File: src/hw/rtl/ptfr_pkg.sv
// shared types and constants for the page table with frame replacement
`timescale 1ns / 1ps
`default_nettype none
package ptfr_pkg;
  localparam int FRAMES    = 16;
  localparam int FRAME_W   = 4;
  localparam int PROC_W    = 3;
  localparam int PAGE_W    = 6;
  localparam int ENT_W     = PROC_W + PAGE_W;
  localparam int ENTRIES   = 1 << ENT_W;
  localparam int TIME_BITS = 32;
  localparam int CNT_W     = 32;
  localparam int FC_W      = 5;
  localparam int POL_W     = 2;
  localparam int CFG_W     = 5;
  localparam int IN_W      = 16;
  localparam int OUT_W     = 80;
  localparam int PTE_W     = FRAME_W + 2;

  localparam logic [FC_W-1:0]  FC_RESET  = FC_W'(FRAMES);
  localparam logic [POL_W-1:0] POL_FIFO  = 2'd0;
  localparam logic [POL_W-1:0] POL_LRU   = 2'd1;
  localparam logic [POL_W-1:0] POL_CLOCK = 2'd2;
  localparam logic REG_FRAME_COUNT = 1'b0;
  localparam logic REG_POLICY      = 1'b1;

  // controller to datapath
  typedef struct packed {
    logic clr_step;
    logic accept;
    logic hit_upd;
    logic fault_start;
    logic free_step;
    logic old_step;
    logic clk_init;
    logic clk_step;
    logic ev_read;
    logic ev_write;
    logic load;
    logic deliver;
  } cmd_t;

  // datapath to controller
  typedef struct packed {
    logic clr_last;
    logic entry_valid;
    logic free_found;
    logic scan_last;
    logic policy_clock;
    logic clk_found;
    logic chosen_occ;
    logic out_free;
  } sts_t;
endpackage
`default_nettype wire

File: src/hw/rtl/ptfr_dp.sv
// datapath: page table memory, frame state, counters, config and result register
`timescale 1ns / 1ps
`default_nettype none
module ptfr_dp (
  input  wire logic                          clk,
  input  wire logic                          rst,
  input  wire ptfr_pkg::cmd_t                cmd,
  output ptfr_pkg::sts_t                     sts,
  input  wire logic                          cfg_we,
  input  wire logic                          cfg_index,
  input  wire logic [ptfr_pkg::CFG_W-1:0]    cfg_data,
  input  wire logic [ptfr_pkg::IN_W-1:0]     in_data,
  output logic                               out_valid,
  input  wire logic                          out_ready,
  output logic [ptfr_pkg::OUT_W-1:0]         out_data
);
  localparam int FW = ptfr_pkg::FRAME_W;
  localparam int TW = ptfr_pkg::TIME_BITS;
  localparam int CW = ptfr_pkg::CNT_W;
  localparam int EW = ptfr_pkg::ENT_W;
  localparam int NF = ptfr_pkg::FRAMES;

  // page table entry: valid, dirty, frame
  logic [ptfr_pkg::PTE_W-1:0] pt_mem [ptfr_pkg::ENTRIES];
  logic [ptfr_pkg::PTE_W-1:0] rdata;
  logic [EW-1:0] raddr, waddr, clr_idx;
  logic [ptfr_pkg::PTE_W-1:0] wdata;
  logic we;

  logic [ptfr_pkg::FC_W-1:0]  frame_count;
  logic [ptfr_pkg::POL_W-1:0] policy;

  logic [ptfr_pkg::PROC_W-1:0] own_proc [NF];
  logic [ptfr_pkg::PAGE_W-1:0] own_page [NF];
  logic [NF-1:0] occ, refb;
  logic [TW-1:0] fill_time [NF];
  logic [TW-1:0] use_time  [NF];

  logic [FW-1:0] hand, idx, chosen, nm1, hand_inc;
  logic [TW-1:0] now, best_age, age;
  logic [CW-1:0] access_cnt, fault_cnt;

  // latched item
  logic [ptfr_pkg::PROC_W-1:0] cur_proc;
  logic [ptfr_pkg::PAGE_W-1:0] cur_page;
  logic cur_wr, cur_dirty;

  // result staging
  logic [FW-1:0] res_frame;
  logic res_hit, res_ev, res_dirty;
  logic [ptfr_pkg::PROC_W-1:0] res_evp;
  logic [ptfr_pkg::PAGE_W-1:0] res_evg;

  // active frame count clamped to 1..FRAMES, as last index
  always_comb begin
    if (frame_count == '0) nm1 = '0;
    else if (frame_count > ptfr_pkg::FC_W'(NF)) nm1 = FW'(NF - 1);
    else nm1 = FW'(frame_count - 1'b1);
  end

  assign age      = now - (policy == ptfr_pkg::POL_LRU ? use_time[idx] : fill_time[idx]);
  assign hand_inc = (hand == nm1) ? '0 : hand + 1'b1;

  assign sts.clr_last     = (clr_idx == EW'(ptfr_pkg::ENTRIES - 1));
  assign sts.entry_valid  = rdata[FW+1];
  assign sts.free_found   = !occ[idx];
  assign sts.scan_last    = (idx == nm1);
  assign sts.policy_clock = (policy == ptfr_pkg::POL_CLOCK);
  assign sts.clk_found    = !occ[hand] || !refb[hand];
  assign sts.chosen_occ   = occ[chosen];
  assign sts.out_free     = !out_valid || out_ready;

  // memory port muxing, entry address is process then page
  always_comb begin
    raddr = cmd.ev_read ? {own_proc[chosen], own_page[chosen]}
                        : {in_data[ptfr_pkg::PROC_W-1:0], in_data[EW-1:ptfr_pkg::PROC_W]};
    we    = 1'b0;
    waddr = {cur_proc, cur_page};
    wdata = '0;
    if (cmd.clr_step) begin
      we    = 1'b1;
      waddr = clr_idx;
    end else if (cmd.hit_upd) begin
      we    = 1'b1;
      wdata = {1'b1, rdata[FW] | cur_wr, rdata[FW-1:0]};
    end else if (cmd.ev_write) begin
      we    = 1'b1;
      waddr = {res_evp, res_evg};
      wdata = {1'b0, rdata[FW], {FW{1'b0}}};
    end else if (cmd.load) begin
      we    = 1'b1;
      wdata = {1'b1, cur_dirty | cur_wr, chosen};
    end
  end

  always_ff @(posedge clk) begin
    if (we) pt_mem[waddr] <= wdata;
    rdata <= pt_mem[raddr];
  end

  always_ff @(posedge clk) begin
    if (rst) begin
      clr_idx <= '0;
    end else if (cmd.clr_step) begin
      clr_idx <= clr_idx + 1'b1;
    end
  end

  // config
  always_ff @(posedge clk) begin
    if (rst) begin
      frame_count <= ptfr_pkg::FC_RESET;
      policy      <= ptfr_pkg::POL_FIFO;
    end else if (cfg_we) begin
      if (cfg_index == ptfr_pkg::REG_FRAME_COUNT) frame_count <= cfg_data;
      else policy <= cfg_data[ptfr_pkg::POL_W-1:0];
    end
  end

  // control state and counters
  always_ff @(posedge clk) begin
    if (rst) begin
      occ        <= '0;
      refb       <= '0;
      hand       <= '0;
      idx        <= '0;
      now        <= '0;
      access_cnt <= '0;
      fault_cnt  <= '0;
      out_valid  <= 1'b0;
    end else begin
      if (cmd.accept) begin
        now        <= now + 1'b1;
        access_cnt <= access_cnt + 1'b1;
      end
      if (cmd.fault_start) fault_cnt <= fault_cnt + 1'b1;
      if (cmd.hit_upd) refb[rdata[FW-1:0]] <= 1'b1;
      if (cmd.free_step || cmd.old_step) begin
        if (sts.scan_last || (cmd.free_step && sts.free_found)) idx <= '0;
        else idx <= idx + 1'b1;
      end
      if (cmd.clk_init && hand > nm1) hand <= '0;
      if (cmd.clk_step && occ[hand]) begin
        if (refb[hand]) refb[hand] <= 1'b0;
        hand <= hand_inc;
      end
      if (cmd.load) begin
        occ[chosen]  <= 1'b1;
        refb[chosen] <= 1'b1;
      end
      if (cmd.deliver) out_valid <= 1'b1;
      else if (out_ready) out_valid <= 1'b0;
    end
  end

  // payload registers
  always_ff @(posedge clk) begin
    if (cmd.accept) begin
      cur_proc <= in_data[ptfr_pkg::PROC_W-1:0];
      cur_page <= in_data[EW-1:ptfr_pkg::PROC_W];
      cur_wr   <= in_data[EW];
      res_ev   <= 1'b0;
      res_evp  <= '0;
      res_evg  <= '0;
    end
    if (cmd.hit_upd) begin
      use_time[rdata[FW-1:0]] <= now;
      res_frame <= rdata[FW-1:0];
      res_hit   <= 1'b1;
      res_dirty <= rdata[FW] | cur_wr;
    end
    if (cmd.fault_start) begin
      cur_dirty <= rdata[FW];
      best_age  <= '0;
    end
    if (cmd.free_step && sts.free_found) chosen <= idx;
    if (cmd.old_step && (idx == '0 || age > best_age)) begin
      best_age <= age;
      chosen   <= idx;
    end
    if (cmd.clk_step && sts.clk_found) chosen <= hand;
    if (cmd.ev_read) begin
      res_ev  <= 1'b1;
      res_evp <= own_proc[chosen];
      res_evg <= own_page[chosen];
    end
    if (cmd.load) begin
      own_proc[chosen]  <= cur_proc;
      own_page[chosen]  <= cur_page;
      fill_time[chosen] <= now;
      use_time[chosen]  <= now;
      res_frame <= chosen;
      res_hit   <= 1'b0;
      res_dirty <= cur_dirty | cur_wr;
    end
    if (cmd.deliver) begin
      out_data <= {fault_cnt, access_cnt, res_dirty, res_evg, res_evp, res_ev,
                   res_hit, res_frame};
    end
  end

  assert property (@(posedge clk) disable iff (rst)
    !cmd.fault_start && !$past(rst) |=> $stable(fault_cnt) || $past(cmd.fault_start))
    else $error("fault counter moved without a fault");
  assert property (@(posedge clk) disable iff (rst) cmd.load |=> occ[$past(chosen)])
    else $error("loaded frame not marked occupied");
  assert property (@(posedge clk) disable iff (rst) cmd.deliver |=> out_valid)
    else $error("result lost");
endmodule
`default_nettype wire

File: config.mk
export PLATFORM = sky130hd
export DESIGN_NAME = ptfr_dp
export DESIGN_NICKNAME = d
export VERILOG_FILES = /design/src/hw/rtl/ptfr_pkg.sv /design/src/hw/rtl/ptfr_dp.sv
export SDC_FILE = /design/constraint.sdc
export NUM_CORES = 2
export LEC_CHECK = 0
export BUFFER_PORTS_ARGS = -buffer_cell sky130_fd_sc_hd__buf_4
export CAP_MARGIN = 10
export CORE_AREA = 2 2 646 713
export DETAILED_ROUTE_END_ITERATION = 7
export DIE_AREA = 0 0 648 715
export PLACE_DENSITY = 0.61
export SLEW_MARGIN = 20
export SYNTH_ARGS = -nofsm -noshare
export SYNTH_HDL_FRONTEND = slang
export SYNTH_MEMORY_MAX_BITS = 65536
export SYNTH_SLANG_ARGS = --single-unit
File: constraint.sdc
create_clock -name clk -period 39 [get_ports clk]
set_clock_uncertainty 0.1 [all_clocks]
set_input_delay 1.95 -clock clk [delete_from_list [all_inputs] [get_ports clk]]
set_output_delay 1.95 -clock clk [all_outputs]
set_load 0.02 [all_outputs]
==> impl_metrics.toml <==
[power]
powerDensity_nw_per_um2 = 56.1
ir_drop_mv = 0.0454
leakage_nw = 67.2
total_power_w = 0.0115

[clocking]
cts_tree = "built"
cts_root_buf = "clkbuf_16"
numCtsBuffers = 445
clock_path_buffers = 4
cts.sinks = 4550
cts_hold_buf = 0
htreeDepth = 5
clk_latency_ps = 1070
clk_pin_slew_ps = 60
cts_setup_buffers = 0
cts_resized = 0

[drt]
post_drt_wl_per_cell_um = 29.6
drt_wl_total_um = 541000
ant_nets = 0
avgViaCountPerCell = 5.91
vias = 108000
drtPass1Iterations = 7
drt_iter0_drc = 14700
route.detailed.drc = 0

[synthesis]
ys.flop_type = "edfxtp_1"
yosys.area.top_type = "edfxtp_1"
ys_async_sr_fraction_pct = 0
synth-edff-count = 4381
syn_inst = 11700
yosysUniqueCellTypes = 101
synth_area_leaders = "edfxtp_1 72%, mux4_2 5.8%, nand2_1 3.6%, dfxtp_1 1.9%, nor2_1 1.8%"
ys_ff_latch = 4550
ys_seq_area_share_pct = 74.2
avgSynthCellArea_um2 = 15.5
synth_top_area_share_pct = 72.3
syn-cell-area_um2 = 182000
syn-num-nets = 11800
ys_warn_count = 0

[finish]
area_delta_synth_final_pct = 12.4
layout-drive-gt1-share_pct = 13.8
fillerInstances = 39500
finalNetCount = 12000

[min_path]
min_path_type = "reg -> reg"

[sta]
rsz0062_at_grt = "false"
period_share_pct = 25.0
setup_viol = 0
tightest_slew_ps = 1260
slew-limit-headroom_pct = 15.8
slew_violations = 0
period_minus_slack_ps = 9740
setup_tns_ps = 0
finalHoldViolations = 0
max_freq_ghz = 0.103

[placement]
numPortBuffers = 120
gp_congestion = 0.884
dp_hpwl_um = 316000

[setup_path]
path_max_fanout = 87
endpoint_kind = "flop"
required_ps = 39380
arrival_ps = 10120
worstSetupPathType = "reg -> reg"
critPathLaunchType = "flop"

[floorplan]
die-area_um2 = 463000
start_util_pct = 39.8
io_pins = 127
chipHeight_um = 715
rows = 261
core_um2 = 457000
fp.dieW_um = 648

[grt]
grt_max_degree = 211
antenna_found_initial = 36
grt_pass1_wl_um = 765000
grtUsageTotal_pct = 22.8
gr-total-overflow = 0
grt_pass1_vias = 103000

[job]
cap_viol_max_count = 0

[run_status]
status = "completed"
per-layer routing:
layer	global-route usage [%]	vias to the layer above	wire length, µm
met5	0	-	148
met2	35.4	5548	247000
met1	31.2	55600	213000
met4	9.58	22	26400
li1	-	45600	-
met3	4.75	1123	54100
worst max-delay path, cell delays in order (launching register included):
cell,delay (ps)
dfxtp_4,490
buf_12,520
buf_4,750
buf_4,770
mux4_2,600
mux4_2,520
mux2i_1,250
ha_1,350
a21o_1,180
a21oi_1,210
nand2_1,80
a211oi_1,500
nor3_1,170
nand4b_1,260
and2_1,200
a41oi_1,370
xor2_1,130
ha_1,300
nand4_1,70
or2_2,300
nor3_1,410
nand3_1,190
nand2_1,140
a21o_1,420
nand2b_2,610
area by class of cell:
class	count	area, µm²	area share [%]
flip-flops and latches	4550	135000	66.0
multi-input cells	6354	43800	21.4
clock buffers	570	11900	5.81
well taps	6049	7570	3.70
repair buffers	399	3310	1.62
clock inverters	244	2460	1.20
inverters	85	338	0.165
diodes	21	52.6	0.0257
flip-flops by register name, summed over array words and instances, names as in the netlist, 4 cells and up, named ones only:
register and count:
fault_cnt 32, occ 16, best_age 32, out_data 80, cur_page 6, clr_idx 9, own_proc 48, rdata 6
chosen 4, frame_count 5, refb 16, use_time 512, access_cnt 32, res_frame 4, pt_mem 3072, hand 4
fill_time 512, now 32, res_evg 6, own_page 96, idx 4
cell usage after synthesis (169+ instances only):
cell type / count
edfxtp_1: 4381
a31oi_1: 281
nand3_1: 427
clkbuf_1: 306
a211oi_1: 267
mux2i_1: 286
a21oi_1: 330
and3_1: 320
buf_2: 288
mux4_2: 471
nand2_1: 1767
nor2_1: 865
dfxtp_1: 169
o21ai_0: 177
kinds of logic (layout without fill, tap and decap cells):
group           after synthesis  count (layout)  synth area share, %
fa+ha+maj                    81              81                0.560
buf+inv                     816            1298                 2.02
mux                         788             788                 7.62
xor+xnor                    107             107                0.515
other cells                   0              21                    0
flops                      4550            4550                 74.2
simple gates               3755            3755                 9.02
compound gates             1623            1623                 6.06
per-stage QoR:
stage               instance area, µm²  util, %  instances  setup slack (ps)  hold slack (ps)
finish                          204000     44.7      18300             29260              324
global route                    204000     44.7      18300             28430              338
CTS                             204000     44.7      18300             28970              327
detailed placement              190000     41.6      17400             29030              313
global placement                190000     41.6      17400             29010              304
floorplan                       182000        -      11700             11550              300
where the power goes:
group / switching [W] / leakage [nW] / internal [W]
combinational: 0.00114 / 18.0 / 0.000431
sequential: 0.0000523 / 42.2 / 0.00556
clock: 0.00188 / 7.00 / 0.00240
placed cells by master (no fill, tap or decap), types with 69 or more instances in the layout:
cell type     n
nor2_1      845
a21oi_1     327
mux4_2      471
a211oi_1    267
and3_1      319
a22oi_1     110
nand4_1     104
nand2_1    1747
dfxtp_1     137
clkbuf_1    104
a31oi_1     281
clkinv_2     97
inv_1        69
clkbuf_16   451
ha_1         79
clkinv_1     86
o21ai_0     159
mux2i_1     286
edfxtp_1   4381
buf_4       374
nand3_1     427
xor2_1       72
path summary, 6_finish.rpt:
kind	from	endpoint	slack, ps	cells past startpoint
max	flop	best_age[27]	29260	24
min	res_frame[2]	out_data[2]	320	0
max reg2reg	flop	best_age[27]	29260	24
min reg2reg	res_frame[2]	out_data[2]	320	0
Note: power is estimated with default switching activity, not from simulation.
