## src/hw/rtl/ptfr_pkg.sv

```systemverilog
// shared types and constants for the page table with frame replacement
`timescale 1ns / 1ps
`default_nettype none
package ptfr_pkg;
  localparam int FRAMES    = 16;
  localparam int FRAME_W   = 4;
  localparam int PROC_W    = 3;
  localparam int PAGE_W    = 6;
  localparam int ENT_W     = PROC_W + PAGE_W;
  localparam int ENTRIES   = 1 << ENT_W;
  localparam int TIME_BITS = 32;
  localparam int CNT_W     = 32;
  localparam int FC_W      = 5;
  localparam int POL_W     = 2;
  localparam int CFG_W     = 5;
  localparam int IN_W      = 16;
  localparam int OUT_W     = 80;
  localparam int PTE_W     = FRAME_W + 2;

  localparam logic [FC_W-1:0]  FC_RESET  = FC_W'(FRAMES);
  localparam logic [POL_W-1:0] POL_FIFO  = 2'd0;
  localparam logic [POL_W-1:0] POL_LRU   = 2'd1;
  localparam logic [POL_W-1:0] POL_CLOCK = 2'd2;
  localparam logic REG_FRAME_COUNT = 1'b0;
  localparam logic REG_POLICY      = 1'b1;

  // controller to datapath
  typedef struct packed {
    logic clr_step;
    logic accept;
    logic hit_upd;
    logic fault_start;
    logic free_step;
    logic old_step;
    logic clk_init;
    logic clk_step;
    logic ev_read;
    logic ev_write;
    logic load;
    logic deliver;
  } cmd_t;

  // datapath to controller
  typedef struct packed {
    logic clr_last;
    logic entry_valid;
    logic free_found;
    logic scan_last;
    logic policy_clock;
    logic clk_found;
    logic chosen_occ;
    logic out_free;
  } sts_t;
endpackage
`default_nettype wire

```

## src/hw/rtl/ptfr_ctrl.sv

```systemverilog
// sequencing state machine for lookup, victim search and load
`timescale 1ns / 1ps
`default_nettype none
module ptfr_ctrl (
  input  wire logic           clk,
  input  wire logic           rst,
  input  wire logic           in_valid,
  output logic                in_ready,
  input  wire ptfr_pkg::sts_t sts,
  output ptfr_pkg::cmd_t      cmd
);
  typedef enum logic [9:0] {
    S_CLR  = 10'b0000000001,
    S_IDLE = 10'b0000000010,
    S_LOOK = 10'b0000000100,
    S_FREE = 10'b0000001000,
    S_OLD  = 10'b0000010000,
    S_CLK  = 10'b0000100000,
    S_EVRD = 10'b0001000000,
    S_EVWR = 10'b0010000000,
    S_LOAD = 10'b0100000000,
    S_DONE = 10'b1000000000
  } state_t;

  state_t state, state_next;

  always_ff @(posedge clk) begin
    if (rst) begin
      state <= S_CLR;
    end else begin
      state <= state_next;
    end
  end

  assign in_ready = (state == S_IDLE);

  always_comb begin
    state_next = state;
    cmd = '0;
    case (state)
      S_CLR: begin
        cmd.clr_step = 1'b1;
        if (sts.clr_last) state_next = S_IDLE;
      end
      S_IDLE: begin
        if (in_valid) begin
          cmd.accept = 1'b1;
          state_next = S_LOOK;
        end
      end
      S_LOOK: begin
        if (sts.entry_valid) begin
          cmd.hit_upd = 1'b1;
          state_next = S_DONE;
        end else begin
          cmd.fault_start = 1'b1;
          state_next = S_FREE;
        end
      end
      S_FREE: begin
        cmd.free_step = 1'b1;
        if (sts.free_found) begin
          state_next = S_LOAD;
        end else if (sts.scan_last) begin
          if (sts.policy_clock) begin
            cmd.clk_init = 1'b1;
            state_next = S_CLK;
          end else begin
            state_next = S_OLD;
          end
        end
      end
      S_OLD: begin
        cmd.old_step = 1'b1;
        if (sts.scan_last) state_next = S_EVRD;
      end
      S_CLK: begin
        cmd.clk_step = 1'b1;
        if (sts.clk_found) state_next = S_EVRD;
      end
      S_EVRD: begin
        if (sts.chosen_occ) begin
          cmd.ev_read = 1'b1;
          state_next = S_EVWR;
        end else begin
          state_next = S_LOAD;
        end
      end
      S_EVWR: begin
        cmd.ev_write = 1'b1;
        state_next = S_LOAD;
      end
      S_LOAD: begin
        cmd.load = 1'b1;
        state_next = S_DONE;
      end
      S_DONE: begin
        if (sts.out_free) begin
          cmd.deliver = 1'b1;
          state_next = S_IDLE;
        end
      end
      default: state_next = S_CLR;
    endcase
  end

  assert property (@(posedge clk) disable iff (rst) cmd.accept |=> state == S_LOOK)
    else $error("accept did not start a lookup");
  assert property (@(posedge clk) disable iff (rst) cmd.ev_write |-> $past(cmd.ev_read))
    else $error("eviction write without owner read");
  assert property (@(posedge clk) disable iff (rst) cmd.load |=> state == S_DONE)
    else $error("load not followed by result");
endmodule
`default_nettype wire

```

## config.mk

```make
export PLATFORM = sky130hd
export DESIGN_NAME = ptfr_ctrl
export DESIGN_NICKNAME = d
export VERILOG_FILES = /design/src/hw/rtl/ptfr_pkg.sv /design/src/hw/rtl/ptfr_ctrl.sv
export SDC_FILE = /design/constraint.sdc
export NUM_CORES = 1
export LEC_CHECK = 0
export BUFFER_PORTS_ARGS = -buffer_cell sky130_fd_sc_hd__buf_4
export CAP_MARGIN = 20
export CORE_UTILIZATION = 47
export CTS_CLUSTER_SIZE = 28
export DETAILED_ROUTE_END_ITERATION = 12
export HOLD_SLACK_MARGIN = 0.12
export PLACE_DENSITY_LB_ADDON = 0.08
export SYNTH_ARGS = -nofsm -noshare
export SYNTH_HDL_FRONTEND = slang
export SYNTH_SLANG_ARGS = --single-unit
```

## constraint.sdc

```tcl
create_clock -name clk -period 2.4 [get_ports clk]
set_input_delay 0.48 -clock clk [delete_from_list [all_inputs] [get_ports clk]]
set_output_delay 0.48 -clock clk [all_outputs]
set_load 0.005 [all_outputs]
```

==> results of run 1 <==
[final cells by class]
cell class                 instances  share of cell area
tap                               16              0.0194
multi-input combinational         77               0.521
sequential                        10               0.198
timing repair buffer              29               0.211
inverter                           4              0.0146
clock buffer                       4              0.0352
[Yosys cell counts (4+ instances only)]
library cell	count
inv_1	4
nand2_1	6
dfxtp_1	10
nor4_1	4
nand2b_1	4
nor4b_1	4
nor3_1	5
a21oi_1	5
nor2_1	15
[cells by family (layout without fill, tap and decap cells)]
group | count (synthesis) | after routing | share of synthesized area
buf+inv | 8 | 37 | 0.0742
mux | 1 | 1 | 0.0132
flops | 10 | 10 | 0.264
simple gates | 57 | 57 | 0.470
compound gates | 18 | 18 | 0.167
xor+xnor | 1 | 1 | 0.0116
[power by group through the flow]
| stage | sequential, W | clock, W | combinational, W |
|---|---|---|---|
| after global routing | 0.000191 | 0.000166 | 0.000188 |
| after detailed placement | 0.000190 | 0 | 0.000149 |
| after CTS | 0.000187 | 0.000158 | 0.000158 |
| final | 0.000189 | 0.000158 | 0.000170 |
| after global placement | 0.000189 | 0 | 0.000148 |
| after floorplan | 0.000181 | 0 | 0.000120 |
[per-stage QoR]
stage	cells	hold slack [ns]	utilization	area (um2)	total power (W)
global placement	133	0.574	0.619	932	0.000338
CTS	138	0.409	0.653	983	0.000502
detailed placement	133	0.580	0.619	932	0.000339
floorplan	95	0.535	-	758	0.000301
global route	140	0.408	0.684	1030	0.000545
finish	140	0.405	0.684	1030	0.000517
[placed cells by master (no fill, tap or decap), types with 2 or more instances in the layout]
cell       count
inv_1          4
nor2b_1        2
nor4b_4        2
or4_1          2
a2111oi_0      2
nor2_1        15
nand2_1        6
nand2b_1       4
dfxtp_1        9
clkbuf_4       3
nor4b_1        3
buf_4         29
nor4_1         3
nand3_1        2
nand3b_1       2
a21oi_1        5
nor3_1         4
o22ai_1        2
[critical path: cells and delay by family (launching register included)]
kind / cells / cell delay (ns)
simple gates: 4 / 1.03
flops: 1 / 0.40
buf+inv: 1 / 0.12
[final timing paths]
path,end,slack [ns],startpoint
setup / recovery,cmd[10],0.1,state[5]$_SDFFE_PP0P_
hold / removal,state[9]$_SDFFE_PP0P_,0.40,rst
hold reg to reg,state[4]$_SDFFE_PP0P_,0.63,state[4]$_SDFFE_PP0P_
setup reg to reg,state[6]$_SDFFE_PP0P_,0.46,state[2]$_SDFFE_PP0P_
[what timing repair did]
item                       CTS  global route
resized for setup            2             5
buffers inserted             1             2
setup endpoints to repair    3             7
pin swaps                    2             4
[per-layer routing]
| metal | track usage | part of all wire |
|---|---|---|
| met5 | 0 | 0 |
| met4 | 0.0938 | 0.015 |
| met3 | 0.0388 | 0.069 |
| met2 | 0.323 | 0.45 |
| met1 | 0.326 | 0.47 |
==> metrics, run 1 <==
nature of the critical path startpoint=flop; area delta synth->final=35.8%; Core Rows=14; reg2reg path depth=5; Nets=136; CTS max path bufs=2; Seq/Total Area, Yosys=0.264; GP Congestion=0.944; Final Critical Period=2.30 ns; Final Hold Fails=0; Setup TNS Final=0 ns; dominant cell type by area after synthesis=dfxtp_1; DRC Markers=0; Cells after Synth=95; area of the multi-input gates=537 um2; Routed Antenna Nets=0; DR pass1 iterations=4; DP Wirelength=1.42 mm; hold-fix buffers at CTS=0; P_sw=0.000161 W; Crit Path Max Fanout=7; Core Box Area=1510 um2; asr flop ratio synth=0; Crit Path Class=reg -> out; number of synthesized flops with an enable pin=0; H-tree depth=1; Int Power=0.000356 W; post-synth top area share=0.264; number of max-cap violations=0; # fillers=131; # IOs=24; Peak VDD IR=0.000321 V; DR WL/cell=14.0 um; first-pass GRT wire length=3.08 mm; top flop regs=state: 10 flops; CP peak stage delay=0.40 ns; gr usage total=0.224; Worst Skew=0.0107 ns; max reg flops=10; Clock power frac=0.305; sequential cell fraction of total power=0.366; Avg Cell Area, Syn=7.98 um2; via count=853; Root Buffer=clkbuf_4; vias in the first global route=706; Synth Warn #=0; crit end category=output port; gr ovfl total=0; leakage=0.435 nW; Storage cell area=204 um2; pre-CTS setup slack=0.230 ns; Vias/cell=6.09; Critical Path AT=1.82 ns; TritonCTS clock tree=done; final max-slew violation count=0; CP max stage cell=dfxtp_1; relative slew slack=0.616; ratio of final minimum period to clock period=0.960; final worst-path setup slack=0.0958 ns; DIE HEIGHT=42.2 um; Hold Crit Class=in -> reg; final setup violation count=0; number of antenna diodes=0; Cells on Worst Hold Path=2; maximum clock frequency=434 MHz; Logic pwr share=0.329; Required @ worst endpoint=1.92 ns; Detailed Route Iter0 Violations=17; Switching Share=0.311; Initial Utilization=0.503; die area=1780 um2; #FFs+latches synth=10; final WL=1.96 mm; antenna violations before repair=0; CTS Sinks=10; Distinct cells, synth=40; Net Count, Synth=106; top_reg_cell synth=dfxtp_1; IO buf count=23; RSZ-0062 raised after global routing=true; worst skew pair latency=0.28 ns; cts bufs inserted=3; largest net degree at the start of global routing=11; crit path cell chain=nor4_4 > nand3b_1 > nor4b_4 > and2_1 > buf_4; Syn Std Cell Area=758 um2; status=finished, final reports clean; Worst-Margin Slew=0.561 ns; Die Wd=42.2 um; total power divided by cell area=502 nW/um2; Synth area leaders=dfxtp_1 (26%), nor2_1 (7.4%), nor4b_1 (4.6%); layout cells sized above 1=0.355; Reg clk slew, reported paths=0.08 ns; Reg with most FFs=state
Note: power is estimated with default switching activity, not from simulation.
==> run 2, diff against run 1 <==
CAP_MARGIN = 5   (was 20)
GPL_TIMING_DRIVEN = 0   (was default)
==> metrics, run 2 (synthesis gave the netlist of run 1 again) <==
final setup violation count=0; TritonCTS clock tree=done; top flop regs=state: 10 flops; nature of the critical path startpoint=flop; # fillers=132; total power=0.000479 W; Crit Path Max Fanout=10; largest net degree at the start of global routing=11; crit end category=output port; status=finished, final reports clean; Setup TNS Final=0 ns; relative slew slack=0.634; max reg flops=10; Layout Utilization=0.677; ratio of final minimum period to clock period=0.971; area of the multi-input gates=533 um2; Reg with most FFs=state; area delta synth->final=34.5%; Crit path max-delay family=simple AND/OR/NAND/NOR gates; GP Congestion=0.897; die area=1780 um2; CP max stage cell=or4_4; Final Critical Period=2.33 ns; DRC Markers=0; CP peak stage delay=0.51 ns; Die Wd=42.2 um; number of antenna diodes=0; crit path cell chain=buf_6 > or4_4 > nor3_4 > nand2_2 > nor2_1 > buf_4; CTS Sinks=10; Initial Utilization=0.503; Hold Crit Class=in -> reg; Non-Filler Instances=139; DR WL/cell=13.9 um; Final Hold Fails=0; DP Wirelength=1.45 mm; cts bufs inserted=3; Vias/cell=6.05; layout cells sized above 1=0.341; Root Buffer=clkbuf_4; Detailed Route Iter0 Violations=24; Crit path buffers/inverters=2; Crit Path Class=reg -> out; Peak VDD IR=0.000294 V; Routed Antenna Nets=0; most common cell after layout, fill and taps aside=buf_4; Nets=136; Required @ worst endpoint=1.92 ns; maximum clock frequency=429 MHz; final WL=1.93 mm; worst skew pair latency=0.26 ns; final max-slew violation count=0; # IOs=24; CTS max path bufs=2; Post-Place Cells=134; vias in the first global route=704; gr usage total=0.235; total power divided by cell area=469 nW/um2; DR pass1 iterations=4; Reg clk slew, reported paths=0.07 ns; H-tree depth=1; gr ovfl total=0; Critical Path AT=1.85 ns; WHS=0.420 ns; number of max-cap violations=0; via count=841; leakage=0.425 nW; Core Rows=14; commonest non-fill, non-tap cells in the layout=buf_4 (25), nor2_1 (15), dfxtp_1 (10); Worst-Margin Slew=0.541 ns; Storage cell area=200 um2; DIE HEIGHT=42.2 um; antenna violations before repair=0; Worst Skew=0.000392 ns; first-pass GRT wire length=3.24 mm; hold-fix buffers at CTS=0; Core Box Area=1510 um2; IO buf count=23
## run 2: area by class of cell
class,count,share of cell area
Clock buffer,3,0.0221
Sequential cell,10,0.196
Buffer,4,0.0405
Timing Repair Buffer,25,0.184
Tap cell,16,0.0196
Inverter,4,0.0147
Multi-Input combinational cell,77,0.523
## run 2: repair_timing
action,4_1_cts,5_1_grt
setup buffers,2,0
resized for setup,2,4
setup endpoints to repair,3,7
pin swaps,4,1
## run 2: worst reg2reg max path, stage by stage, from the launching register on
cell,delay (ns)
dfxtp_1,0.38
or4_1,0.63
nor4_1,0.45
a21oi_1,0.22
o221ai_1,0.20
nor2_1,0.09
## run 2: metal layers
metal | part of all wire | GRT usage | routed length [um]
met3 | 0.069 | 0.0388 | 132
met1 | 0.45 | 0.343 | 871
met5 | 0 | 0 | 0
met2 | 0.48 | 0.342 | 916
met4 | 0.0031 | 0.0938 | 6
## run 2: per-stage QoR
stage | cell area [um2] | setup slack (ns)
2_1_floorplan | 758 | 0.449
3_3_place_gp | 951 | 0.148
3_5_place_dp | 951 | 0.114
4_1_cts | 1000 | 0.0170
5_1_grt | 1020 | -0.0202
6_report | 1020 | 0.0697
## run 2: worst paths after layout
check	to	slack [ns]	depth (start not counted)	start
worst min register to register	state[5]$_SDFFE_PP0P_	0.63	2	state[5]$_SDFFE_PP0P_
worst max register to register	state[8]$_SDFFE_PP0P_	0.31	5	state[2]$_SDFFE_PP0P_
worst min-delay path	state[9]$_SDFFE_PP0P_	0.42	2	rst
worst max-delay path	cmd[4]	0.07	6	state[1]$_SDFFE_PP0P_
## run 2: power breakdown
part           internal [W]  switching (W)
sequential         0.000174     0.00000374
combinational     0.0000908      0.0000913
clock             0.0000580      0.0000609
==> run 3, diff against run 2 <==
BUFFER_PORTS_ARGS = default   (was -buffer_cell sky130_fd_sc_hd__buf_4)
DONT_BUFFER_PORTS = 1   (was default)
==> metrics, run 3 (synthesis gave the netlist of run 1 again) <==
status=finished, final reports clean; DP Wirelength=1.29 mm; IO buf count=0; crit end category=output port; die area=1780 um2; Crit Path Max Fanout=9; Routed Antenna Nets=0; worst skew pair latency=0.27 ns; CTS max path bufs=2; CP max stage cell=or4_4; Clock power frac=0.321; reg2reg path depth=6; Worst-Margin Slew=0.533 ns; Initial Utilization=0.503; relative slew slack=0.640; Nets=112; commonest non-fill, non-tap cells in the layout=nor2_1 (15), dfxtp_1 (10), nand2_1 (6); GP Congestion=0.853; Crit Path Class=reg -> out; Final Hold Fails=0; hold-fix buffers at CTS=0; gr ovfl total=0; top flop regs=state: 10 flops; number of max-cap violations=0; P_sw=0.000144 W; Final Critical Period=2.32 ns; area delta synth->final=10.4%; Worst Skew=0.0103 ns; final setup violation count=0; Cells on Worst Hold Path=1; most common cell after layout, fill and taps aside=nor2_1; Int Power=0.000332 W; maximum clock frequency=431 MHz; Setup TNS Final=0 ns; Critical Path AT=1.84 ns; reg-to-reg setup timing slack=0.47 ns; layout cells sized above 1=0.160; Die Wd=42.2 um; total power divided by cell area=569 nW/um2; Placed Area=778 um2; Reg clk slew, reported paths=0.08 ns; crit path cell chain=buf_6 > or4_4 > nor3_4 > nand2_2 > nor3_1; Layout Utilization=0.556; Peak VDD IR=0.000339 V; Reg with most FFs=state; Root Buffer=clkbuf_4; Crit path buffers/inverters=1; CP peak stage delay=0.56 ns; DR pass1 iterations=4; worst hold start=rst; cts bufs inserted=3; WHS=0.269 ns; # fillers=150; number of antenna diodes=0; Detailed Route Iter0 Violations=40; Switching Share=0.303; DIE HEIGHT=42.2 um; CTS Sinks=10; leakage=0.304 nW; Hold Crit Class=in -> reg; vias in the first global route=617; Vias/cell=6.57; Crit path max-delay family=simple AND/OR/NAND/NOR gates; Logic pwr share=0.306; sequential cell fraction of total power=0.373; RSZ-0062 raised after global routing=false; Hold Path End=state[9]$_SDFFE_PP0P_; ratio of final minimum period to clock period=0.967; total power=0.000477 W; first-pass GRT wire length=2.74 mm; largest net degree at the start of global routing=11; H-tree depth=1; Core Box Area=1510 um2; max reg flops=10; final instance area=837 um2; antenna violations before repair=0; gr usage total=0.198; Core Rows=14; area of the multi-input gates=517 um2; Required @ worst endpoint=1.92 ns; final max-slew violation count=0; FF-to-FF Start=state[0]$_SDFFE_PP1P_; FF-to-FF End=state[4]$_SDFFE_PP0P_; TritonCTS clock tree=done; nature of the critical path startpoint=flop; final WL=1.69 mm; DR WL/cell=14.6 um; via count=762; # IOs=24; DRC Markers=0; Storage cell area=200 um2
==> run 3: layout make-up <==
type | count | share of cell area
multi-input combinational | 77 | 0.617
sequential | 10 | 0.239
buffer | 4 | 0.0493
clock buffer | 4 | 0.0433
tap | 16 | 0.0239
inverter | 4 | 0.0179
timing repair buffer | 1 | 0.00897
==> run 3: per-layer routing <==
layer	vias to the layer above	part of all wire	GRT usage
met5	-	0	0
met4	0	0.0053	0.0750
met3	2	0.079	0.0431
met2	39	0.46	0.283
met1	349	0.46	0.289
li1	372	-	-
==> run 3: what timing repair did <==
item,4_1_cts,5_1_grt
hold endpoints to repair,0,0
endpoints found under the setup margin,1,2
buffers inserted,1,0
resized for setup,1,1
pin swaps,1,0
==> run 3: through the flow <==
step                setup WS [ns]  std cells
finish                     0.0799        116
global route              0.00969        116
CTS                        0.0786        116
detailed placement          0.211        111
global placement            0.166        111
floorplan                   0.449         95
==> run 3: how the worst max path moves through the flow <==
| stage | slack [ns] | cells after the start | end | from |
|---|---|---|---|---|
| 4_1_cts | 0.08 | 5 | cmd[5] | state[0]$_SDFFE_PP1P_ |
| 3_3_place_gp | 0.17 | 4 | cmd[10] | state[2]$_SDFFE_PP0P_ |
| 3_5_place_dp | 0.21 | 4 | cmd[10] | state[2]$_SDFFE_PP0P_ |
| 6_report | 0.08 | 5 | cmd[5] | state[0]$_SDFFE_PP1P_ |
| 2_1_floorplan | 0.45 | 4 | cmd[10] | state[2]$_SDFFE_PP0P_ |
| 5_1_grt | 0.01 | 5 | cmd[5] | state[0]$_SDFFE_PP1P_ |
==> run 3: worst register-to-register path, stage by stage, from the launching register on <==
cell	delay, ns
dfxtp_1	0.31
buf_6	0.13
or4_4	0.56
nor3_4	0.25
nand2_2	0.10
or4_1	0.40
mux2i_1	0.12
==> run 3: power by group through the flow <==
stage | Combinational (W) | Sequential [W] | Clock [W]
2_1_floorplan | 0.000120 | 0.000181 | 0
3_3_place_gp | 0.000139 | 0.000181 | 0
3_5_place_dp | 0.000139 | 0.000182 | 0
4_1_cts | 0.000144 | 0.000178 | 0.000157
5_1_grt | 0.000161 | 0.000178 | 0.000163
6_report | 0.000146 | 0.000178 | 0.000153
